[config.mk]
export PLATFORM = sky130hd
export DESIGN_NAME = descending_key_sorter
export DESIGN_NICKNAME = d
export VERILOG_FILES = /design/src/hw/rtl/dks_pkg.sv /design/src/hw/rtl/dks_key_ram.sv /design/src/hw/rtl/descending_key_sorter.sv
export SDC_FILE = /design/constraint.sdc
export NUM_CORES = 2
export LEC_CHECK = 0
export BUFFER_PORTS_ARGS = -buffer_cell sky130_fd_sc_hd__buf_2
export CAP_MARGIN = 20
export CORE_MARGIN = 2
export CORE_UTILIZATION = 30
export CTS_CLUSTER_DIAMETER = 100
export CTS_CLUSTER_SIZE = 25
export DETAILED_ROUTE_END_ITERATION = 7
export GPL_TIMING_DRIVEN = 0
export PLACE_DENSITY = 0.41
export SLEW_MARGIN = 25
export SYNTH_ARGS = -nofsm -noshare
export SYNTH_HDL_FRONTEND = slang
export SYNTH_SLANG_ARGS = --single-unit
[constraint.sdc]
create_clock -name clock -period 6.3 [get_ports clock]
set_clock_uncertainty 0.1 [all_clocks]
set_input_delay 0.63 -clock clock [delete_from_list [all_inputs] [get_ports clock]]
set_output_delay 0.63 -clock clock [all_outputs]
set_load 0.02 [all_outputs]
[src/hw/rtl/dks_pkg.sv]
// Shared constants and types for the descending key sorter.
// No dependencies.
`timescale 1ns / 1ps
package dks_pkg;
   localparam int MaxKeys  = 64;
   localparam int KeyBits  = 32;
   localparam int AddrBits = $clog2(MaxKeys);
   localparam int CntBits  = $clog2(MaxKeys + 1);

   typedef logic [KeyBits-1:0]  key_type;
   typedef logic [AddrBits-1:0] addr_type;
   typedef logic [CntBits-1:0]  cnt_type;

   // Memory access request from the sequencer.
   typedef struct packed {
      logic     wr_en;
      addr_type wr_addr;
      key_type  wr_data;
      addr_type rd_addr;
   } mem_req_type;

   // Signed greater-than on keys.
   function automatic logic key_gt(key_type a, key_type b);
      return $signed(a) > $signed(b);
   endfunction
endpackage

[src/hw/rtl/dks_key_ram.sv]
// Single-port-write, single-port-read key memory, registered read.
// Depends on dks_pkg.
`timescale 1ns / 1ps
module dks_key_ram
   import dks_pkg::*;
(
   input  logic        clock,
   input  mem_req_type mem_req,
   output key_type     rd_data
);
   key_type mem [MaxKeys];

   // Write port and registered read port
   always_ff @(posedge clock) begin
      if (mem_req.wr_en) begin
         mem[mem_req.wr_addr] <= mem_req.wr_data;
      end
      rd_data <= mem[mem_req.rd_addr];
   end
endmodule

[src/hw/rtl/descending_key_sorter.sv]
// Descending key sorter: loads signed Q16.16 keys into a 64-entry memory,
// insertion-sorts them in place after the final beat, then emits them.
// Loading: one beat per cycle. Sort: per element RDCUR, GETC, CMP, and WAIT
// after each shift of a predecessor (the memory read is registered). Emit:
// RDOUT then EMIT per key, held while the previous key is not yet taken.
// Reset (synchronous, active high) clears count, flag and state; the key
// memory is not cleared, only entries written in the current set are read.
`timescale 1ns / 1ps
module descending_key_sorter
   import dks_pkg::*;
(
   input  logic    clock,
   input  logic    reset,
   input  logic    req_valid,
   output logic    req_ready,
   input  key_type req_key,
   input  logic    req_is_final,
   output logic    rsp_valid,
   input  logic    rsp_ready,
   output key_type rsp_sorted_key,
   output logic    rsp_end_of_run,
   output logic    rsp_overflow
);
   typedef enum logic [6:0] {
      S_LOAD  = 7'b0000001,
      S_RDCUR = 7'b0000010,
      S_GETC  = 7'b0000100,
      S_CMP   = 7'b0001000,
      S_RDOUT = 7'b0010000,
      S_EMIT  = 7'b0100000,
      S_WAIT  = 7'b1000000
   } state_type;

   state_type   state_ff, state_in;
   cnt_type     count_ff, count_in;
   logic        drop_ff, drop_in;
   cnt_type     i_ff, i_in;      // outer index
   cnt_type     j_ff, j_in;      // insertion position
   key_type     cur_ff, cur_in;
   key_type     rsp_key_ff, rsp_key_in;
   logic        rsp_valid_ff, rsp_valid_in;
   logic        rsp_end_ff, rsp_end_in;
   logic        rsp_ovf_ff, rsp_ovf_in;
   mem_req_type mem_req;
   key_type     rd_data;

   dks_key_ram u_ram (.clock(clock), .mem_req(mem_req), .rd_data(rd_data));

   assign req_ready      = (state_ff == S_LOAD);
   assign rsp_valid      = rsp_valid_ff;
   assign rsp_sorted_key = rsp_key_ff;
   assign rsp_end_of_run = rsp_end_ff;
   assign rsp_overflow   = rsp_ovf_ff;

   // Sequencer: load, insertion sort, emit
   always_comb begin
      state_in     = state_ff;
      count_in     = count_ff;
      drop_in      = drop_ff;
      i_in         = i_ff;
      j_in         = j_ff;
      cur_in       = cur_ff;
      rsp_key_in   = rsp_key_ff;
      rsp_end_in   = rsp_end_ff;
      rsp_ovf_in   = rsp_ovf_ff;
      rsp_valid_in = rsp_valid_ff && !rsp_ready;
      mem_req      = '{wr_en: 1'b0, wr_addr: count_ff[AddrBits-1:0],
                       wr_data: req_key, rd_addr: i_ff[AddrBits-1:0]};
      unique case (state_ff)
         S_LOAD: begin
            if (req_valid) begin
               if (count_ff < cnt_type'(MaxKeys)) begin
                  mem_req.wr_en = 1'b1;
                  count_in      = count_ff + 1'b1;
               end else begin
                  drop_in = 1'b1;
               end
               if (req_is_final) begin
                  i_in     = cnt_type'(1);
                  state_in = S_RDCUR;
               end
            end
         end
         S_RDCUR: begin
            // read element i, or start emitting when done
            if (i_ff >= count_ff) begin
               i_in     = '0;
               state_in = S_RDOUT;
            end else begin
               mem_req.rd_addr = i_ff[AddrBits-1:0];
               j_in            = i_ff;
               state_in        = S_GETC;
            end
         end
         S_GETC: begin
            cur_in          = rd_data;
            mem_req.rd_addr = AddrBits'(j_ff - 1'b1);
            state_in        = S_CMP;
         end
         S_CMP: begin
            // shift predecessor up, or drop current into its slot
            mem_req.wr_addr = j_ff[AddrBits-1:0];
            mem_req.wr_en   = 1'b1;
            if (key_gt(cur_ff, rd_data)) begin
               mem_req.wr_data = rd_data;
               mem_req.rd_addr = AddrBits'(j_ff - 2'd2);
               j_in            = j_ff - 1'b1;
               state_in        = S_WAIT;
            end else begin
               mem_req.wr_data = cur_ff;
               i_in            = i_ff + 1'b1;
               state_in        = S_RDCUR;
            end
         end
         S_WAIT: begin
            // after a shift: either insert at slot 0 or compare again
            if (j_ff == '0) begin
               mem_req.wr_en   = 1'b1;
               mem_req.wr_addr = '0;
               mem_req.wr_data = cur_ff;
               i_in            = i_ff + 1'b1;
               state_in        = S_RDCUR;
            end else begin
               mem_req.rd_addr = AddrBits'(j_ff - 1'b1);
               state_in        = S_CMP;
            end
         end
         S_RDOUT: begin
            mem_req.rd_addr = i_ff[AddrBits-1:0];
            if (!rsp_valid_ff || rsp_ready) begin
               state_in = S_EMIT;
            end
         end
         S_EMIT: begin
            rsp_valid_in = 1'b1;
            rsp_key_in   = rd_data;
            rsp_ovf_in   = drop_ff;
            rsp_end_in   = (i_ff + 1'b1 == count_ff);
            i_in         = i_ff + 1'b1;
            if (i_ff + 1'b1 == count_ff) begin
               count_in = '0;
               drop_in  = 1'b0;
               state_in = S_LOAD;
            end else begin
               state_in = S_RDOUT;
            end
         end
         default: state_in = S_LOAD;
      endcase
   end

   // Hold control state
   always_ff @(posedge clock) begin
      if (reset) begin
         state_ff     <= S_LOAD;
         count_ff     <= '0;
         drop_ff      <= 1'b0;
         rsp_valid_ff <= 1'b0;
      end else begin
         state_ff     <= state_in;
         count_ff     <= count_in;
         drop_ff      <= drop_in;
         rsp_valid_ff <= rsp_valid_in;
      end
   end

   // Advance payload registers
   always_ff @(posedge clock) begin
      i_ff       <= i_in;
      j_ff       <= j_in;
      cur_ff     <= cur_in;
      rsp_key_ff <= rsp_key_in;
      rsp_end_ff <= rsp_end_in;
      rsp_ovf_ff <= rsp_ovf_in;
   end

   a_count_range: assert property (@(posedge clock) disable iff (reset)
      count_ff <= cnt_type'(MaxKeys)) else $error("count beyond capacity");
   a_no_emit_empty: assert property (@(posedge clock) disable iff (reset)
      state_ff == S_EMIT |-> count_ff != '0) else $error("emit with empty set");
   a_end_clears: assert property (@(posedge clock) disable iff (reset)
      state_ff == S_EMIT && rsp_end_in |=> count_ff == '0 && !drop_ff)
      else $error("run end did not clear set");
endmodule
**After elaboration in Yosys (flattened, before gate mapping)**

Memory sizes are Yosys's and may differ from the RTL's. A register that Yosys moved wholly into a read port is not among the register bits.
Index checks and enable logic that the tools add are counted.

- Memories kept: 1
- Register bits after elaboration: 96
- Bits of input ports: 37
- RAM bits: 2,048

- Multiplexer cells: 37
- Equal/unequal tests: 19
- Reduce and logical (&&, ||, !) cells: 13
- Add/sub/neg operators: 4
- Order comparisons: 3

Memories:

| name | depth | bits a word | read ports | clocked after memory_dff | wr ports | line | text |
|---|---|---|---|---|---|---|---|
| u_ram.mem | 64 | 32 | 1 | 1 | 1 | dks_key_ram.sv:11 | `key_type mem [MaxKeys];` |

Operators with widths:

| kind | count |
|---|---|
| 7-bit two-way mux | 14 |
| 38-bit one-hot mux with 2 select lines | 1 |
| 7-bit one-hot mux with 7 select lines | 1 |
| 39-bit two-way mux | 1 |
| 7-bit one-hot mux with 5 select lines | 1 |
| 32-bit > comparator | 1 |
| 32-bit two-way mux | 1 |
| 7-bit one-hot mux with 2 select lines | 2 |
| 2-bit inequality test (second input constant) | 9 |
| 6-bit one-hot mux with 3 select lines | 1 |
| 7-bit by 1-bit adder with 7-bit output (second input constant) | 2 |
| 6-bit two-way mux | 2 |
| 5-bit two-way mux | 2 |
| 1-bit two-way mux | 8 |
| 4-bit AND reduction | 2 |
| 7-bit by 1-bit == test with 1-bit output (second input constant) | 1 |
| 7-bit by 2-bit == test with 1-bit output (second input constant) | 1 |
| 7-bit by 3-bit == test with 1-bit output (second input constant) | 1 |
| 7-bit by 4-bit == test with 1-bit output (second input constant) | 1 |
| 7-bit by 5-bit == test with 1-bit output (second input constant) | 1 |
| 7-bit by 6-bit == test with 1-bit output (second input constant) | 1 |
| 7-bit == test | 1 |
| 7-bit == test (second input constant) | 1 |
| 7-bit >= comparator | 1 |
| 15 further kinds | 19 |

**Longest topological paths before layout**

- Word-level depth: 6
- Mapped depth: 19
- Depth with buffers taken out: 14

**Cells and area by module**

Synthesis repeated with hierarchy kept, for this count alone.

- Cells, all modules: 3,823
- Area total of the unflattened synthesis: 84,049.4 µm²

Modules (own cells, without submodules):

| module | cells an instance | times used | area each (µm²) | seq. area each (µm²) |
|---|---|---|---|---|
| dks_key_ram | 3,324 | 1 | 78,515.3 | 62,139.6 |
| descending_key_sorter | 499 | 1 | 5,534.1 | 2,722.6 |

**Least setup slack after synthesis**

Ideal clock, no wire load.

- Path kind: flip-flop to flip-flop
- Start point: register j_ff[0]
- End point: memory u_ram.mem[42][0] (netlist bit), enable pin
- Setup slack: 1.853 ns
- Stages on the path, launching flop included: 11
- Library setup time: 0.421 ns
- Arrival: 3.925 ns
- Path buffers: 1
- Path through: edfxtp_1 inv_1 ha_1 or3b_1 or4_1 o21ai_0 nand2_1 clkbuf_1 a22oi_1 nand2_1 nor2_1

- Longest elaborated chain between the ends: 5

Ends and longest elaborated chain:

| element | line | text |
|---|---|---|
| from (decl) | descending_key_sorter.sv:38 | `cnt_type j_ff, j_in;` |
| from (signal assigned) | descending_key_sorter.sv:170 | `j_ff <= j_in;` |
| 7-bit zero test | descending_key_sorter.sv:117 | `if (j_ff == '0) begin` |
| 39-bit two-way mux | descending_key_sorter.sv:117 |  |
| 1-bit one-hot mux with 3 select lines | descending_key_sorter.sv:69 | `unique case (state_ff)` |
| 1-bit two-way mux | dks_key_ram.sv:15 | `if (mem_req.wr_en) begin` |
| 1-bit two-way mux (implied by the code) | dks_key_ram.sv:16 | `mem[mem_req.wr_addr] <= mem_req.wr_data;` |
| to (decl) | dks_key_ram.sv:11 |  |

Parallel ways exist; a longest one is shown, timed or not.

**Final worst setup path**

- Start point: register u_ram.rd_data[27], read port of u_ram.mem
- End point: register u_ram.rd_data[26], read port of u_ram.mem

- Longest elaborated chain between the ends: 3

Ends and longest elaborated chain:

| element | line | text |
|---|---|---|
| from (decl) | dks_key_ram.sv:9 | `output key_type rd_data` |
| 32-bit > comparator | dks_pkg.sv:24 | `return $signed(a) > $signed(b);` |
| 6-bit two-way mux | descending_key_sorter.sv:104 | `if (key_gt(cur_ff, rd_data)) begin` |
| 6-bit one-hot mux with 3 select lines | descending_key_sorter.sv:69 |  |

Every way passes these cells.
A chain may end at the register's enable or synchronous reset.

==> results.txt <==
The run finished, with violations left. The checks that failed: setup timing. The number of violations of the max-capacitance limit came out at 0. On the critical path, the stage with the largest delay is an instance of sky130_fd_sc_hd__a22oi_1. The setup slack on the worst flop-to-flop path came out at -0.03 ns. The floorplan step set the die height to around 540 µm.

The maximum frequency from static timing analysis is 0.1580 GHz. sky130_fd_sc_hd__edfxtp_1 takes more of the synthesized area than any other cell. The clock insertion delay at the later pin of the skew report is 0.82 ns. The family with the most delay on the worst path is compound AO/OA/AOI/OAI gates. The worst register-to-register path begins at u_ram.rd_data[27]. The top-level port count is 73. The synthesized design contains between 2,000 and 2,500 enable-type register cells. The data required time at the worst endpoint came out at 6.83 ns. By instance count, the cell type seen most on the critical path is sky130_fd_sc_hd__nand4_1. The total number of vias came out at 49,200.

For this run, the total global-route usage over all layers was measured as 21.05%. Ranked by instance count, the synthesized netlist is headed by 2,128 x sky130_fd_sc_hd__edfxtp_1, 1,017 x sky130_fd_sc_hd__nand2_1, 184 x sky130_fd_sc_hd__a31oi_1, 184 x sky130_fd_sc_hd__mux4_2, 148 x sky130_fd_sc_hd__nand3_1. The number of standard-cell rows in the floorplan came out at 195.

The final-layout fill cell count came out at 27,070. The number of buffers inserted for hold repair after clock tree synthesis came out at 0. Of all nets on the critical path, the largest fanout is 10. The number of antenna violations at the first check in global routing is 25. The clock slew at the register clock pins of the worst setup and hold paths is 0.10 ns. The number of levels the H-tree was split into came out at 3. The multi-input gate area in the final layout came out at 19,430 µm². The hold-critical path depth is 3. The tightest slew margin relative to the limit is 19.92%. The leakage power figure came out at just over 0.03 µW. The time the worst path needs with I/O delays and setup is approximately 6.3 ns. Final hold analysis gives a worst-case slack of about 0.093 ns. The initial core utilization is 30.13%. The top flip-flop cell by instance count after synthesis is sky130_fd_sc_hd__edfxtp_1. The number of nets in the finished design came out at roughly 5,600. In the post-synthesis netlist, the biggest area contributors are sky130_fd_sc_hd__edfxtp_1 75%, sky130_fd_sc_hd__mux4_2 4.9%, sky130_fd_sc_hd__nand2_1 4.5%, sky130_fd_sc_hd__mux2i_1 1.7%, sky130_fd_sc_hd__a31oi_1 1.4%. The number of endpoints with negative hold slack in the final report is 0. The number of cells on the worst reg-to-reg path is 16. The worst hold path terminates at drop_ff. The first global-routing pass estimated 416,600 µm of wire. The area added between synthesis and finish came out at 15.40%. The TritonCTS buffer count is approximately 110.

The top cell type's share of synthesized area came out at ~75%. The share of final-layout standard cells stronger than drive strength 1 came out at 16.53%. The mean cell area of the mapped netlist is between 15 and 20 µm². The count of final setup violators is 2.

The number of buffer and inverter stages on the critical path is 4. Walking the worst path, the cells encountered are inv_1 > ha_1 > nand4_1 > or3_1 > o21ai_2 > o311a_4 > buf_4 > o22ai_1 > a21oi_4 > buf_2 > nor3_2 > clkbuf_2 > a22oi_1 > nand4_1 > a31oi_2 > a31oi_1. Counting flops with an async set or reset pin after synthesis yields a share of 0%. The critical path is of the flop to flop type.

The share of synthesized cell area in and, or, nand and nor gates came out at 7.487%. The number of nets handed over by synthesis was about 5,300. The largest incremental delay on the critical path came out at around 0.63 ns. The port buffer count is 72. The violation count after the first detailed-route iteration came out at 6,143. Setup repair after global routing left no endpoint under its margin. In this run the critical register-to-register path is captured at u_ram.rd_data[26]. The source of the worst hold timing path is req_valid. For this run the aggregate overflow at the end of global routing stands at 0.

The setup slack after layout came out at -0.02842 ns. The horizontal die dimension came out at 536.2 µm. The wire length after detailed routing is 307,200 µm.

The number of different library cells in the post-synthesis netlist came out at just over 80. The synthesized-area fraction occupied by ao, oa, aoi and oai cells came out at 6.480%. The synthesized netlist devotes 0.6479% of its cell area to adder and majority cells. The cell count after synthesis is about 5,200.

Across the whole layout, storage elements account for 64,890 µm². STA classifies the critical path endpoint as a flop. STA classifies the critical path startpoint as a flop. After Yosys synthesis, XOR and XNOR cells account for 0.2061% of the synthesized area.

The post-detailed-placement half-perimeter wirelength came out at 220,300 µm. The fraction of the cycle the final worst path needs came out at 100.5%. The maximum clock path buffer count came out at 3. The number of max-slew violations in the final report was 0. The Yosys step of the flow raised 0 warnings. The tree is rooted in a sky130_fd_sc_hd__clkbuf_16. Synthesis inferred around 2,200 register bits. In this run the worst hold path is classified as input port to flop. The number of nets still failing antenna checks after routing is 0. The number of global-route vias before repair is 47,770. After synthesis, the largest family of logic cells by area is simple AND/OR/NAND/NOR gates. The global placement routability congestion came out at 0.8882. The data arrival time of the worst path is 6.86 ns. Entering global routing, the biggest net connects 65 pins. The count of TritonRoute iterations in the first routing pass is 5. Power spread over the standard cell area amounts to 377.1 nW/µm². In the routed layout, each cell is associated on average with a via count of 5.252.

The placeable core region came out at ~280,000 µm². The detailed-route wire length per cell is 32.80 µm. The portion of synthesized area spent on multiplexers is under 10%. Summing the sequential cell areas from Yosys gives between 70 and 80% of the chip area. The first element of the critical path is u_ram.rd_data[27]. The slew at the pin closest to its max-slew limit is 1.201 ns.

The full die area came out at 287,500 µm². Among all cell types in the netlist, the one instantiated most often is sky130_fd_sc_hd__edfxtp_1. TritonCTS built the clock tree.

The worst slack after detailed placement is -2.006 ns. The cell area after synthesis came out at 84,980 µm². In the routed design, unresolved DRC markers number 0. The worst supply voltage drop on vdd came out at between 0.2 and 0.25 mV. The number of sinks handled by clock tree synthesis came out at 2,176.
-- placed cells by master, fill, tap and decap left out, drive strengths merged, types with 31 or more instances in the layout --
cell    count
nand3     148
a21oi     147
a32o       33
a22oi     101
nor2      119
a32oi     100
buf       389
nand4      35
ha         44
and3       66
dfxtp      48
mux4      184
mux2i     143
inv        68
edfxtp   2128
a31oi     184
o21ai      50
clkbuf    267
nand2    1018
a22o       31
-- worst max-delay path by stage --
stage	end	slack (ns)	cells after the start
after floorplan	u_ram.mem[42][0]	1.85	10
after global placement	u_ram.rd_data[17]	-2.62	16
after detailed placement	u_ram.rd_data[22]	-2.01	17
after CTS	u_ram.rd_data[22]	0.05	17
after global routing	u_ram.rd_data[15]	0.005	18
final	u_ram.rd_data[26]	-0.03	16
-- flip-flops by register name (all words and copies together) (netlist names) --
| name | flops |
|---|---|
| u_ram.mem | 2048 |
| cur_ff | 32 |
| rsp_sorted_key | 32 |
| u_ram.rd_data | 32 |
| count_ff | 7 |
| i_ff | 7 |
| j_ff | 7 |
| state_ff | 7 |
| drop_ff | 1 |
| rsp_end_of_run | 1 |
| rsp_overflow | 1 |
| rsp_valid | 1 |
-- area by class of cell --
class | count | area share (%)
diodes | 11 | 0.02807
repair buffers | 221 | 3.935
inverters | 51 | 0.1978
clock inverters | 41 | 0.5231
flip-flops and latches | 2176 | 66.17
plain buffers | 303 | 1.633
multi-input cells | 2687 | 19.82
clock buffers | 134 | 2.919
well taps | 3743 | 4.776
-- worst register-to-register path: cells and delay by family, from the launching register on --
kind	cells	cell delay, ns
compound gates	7	2.68
simple gates	4	1.29
flops	1	0.53
fa+ha+maj	1	0.33
buf+inv	4	1.19
-- where the power goes --
| group | switching, µW | internal (µW) | leakage (µW) |
|---|---|---|---|
| Sequential | 538 | 16300 | 0.0195 |
| Clock | 4900 | 3530 | 0.00163 |
| Combinational | 8530 | 3190 | 0.00974 |
-- layer usage --
metal | wire length, µm | global-route usage, % | share of wire, %
met5 | 10 | 0 | 0.0033
met4 | 10350 | 6.351 | 3.4
met3 | 19130 | 3.023 | 6.2
met2 | 143800 | 33.90 | 47
met1 | 133900 | 29.41 | 44
-- cell families after synthesis --
family,count (synthesis)
DFF,2176
xor gates and xnor gates,20
muxes,349
and+or+nand+nor,1488
adders and majority gates,44
buffers and inverters,356
AOI/OAI and AO/OA,786
-- repair_timing --
| item | 4_1_cts | 5_1_grt |
|---|---|---|
| resized for setup | 95 | 10 |
| endpoints found under the hold margin | 0 | 0 |
| buffers inserted | 2 | 0 |
| endpoints found under the setup margin | 32 | 4 |
| pin swaps | 7 | 0 |
-- stage by stage --
step	std cells	instance area, µm²	util (%)	total power [µW]	TNS (ns)
final	9367	98060	34.77	36980	-0.04849
after global routing	9357	98030	34.76	38090	0
after CTS	9357	98020	34.75	37160	0
after detailed placement	9181	94260	33.42	28570	-39.02
after global placement	9034	90020	31.92	28470	-3687.72
after floorplan	5219	84980	-	22520	0
No activity file was read; power rests on OpenSTA's default activity.
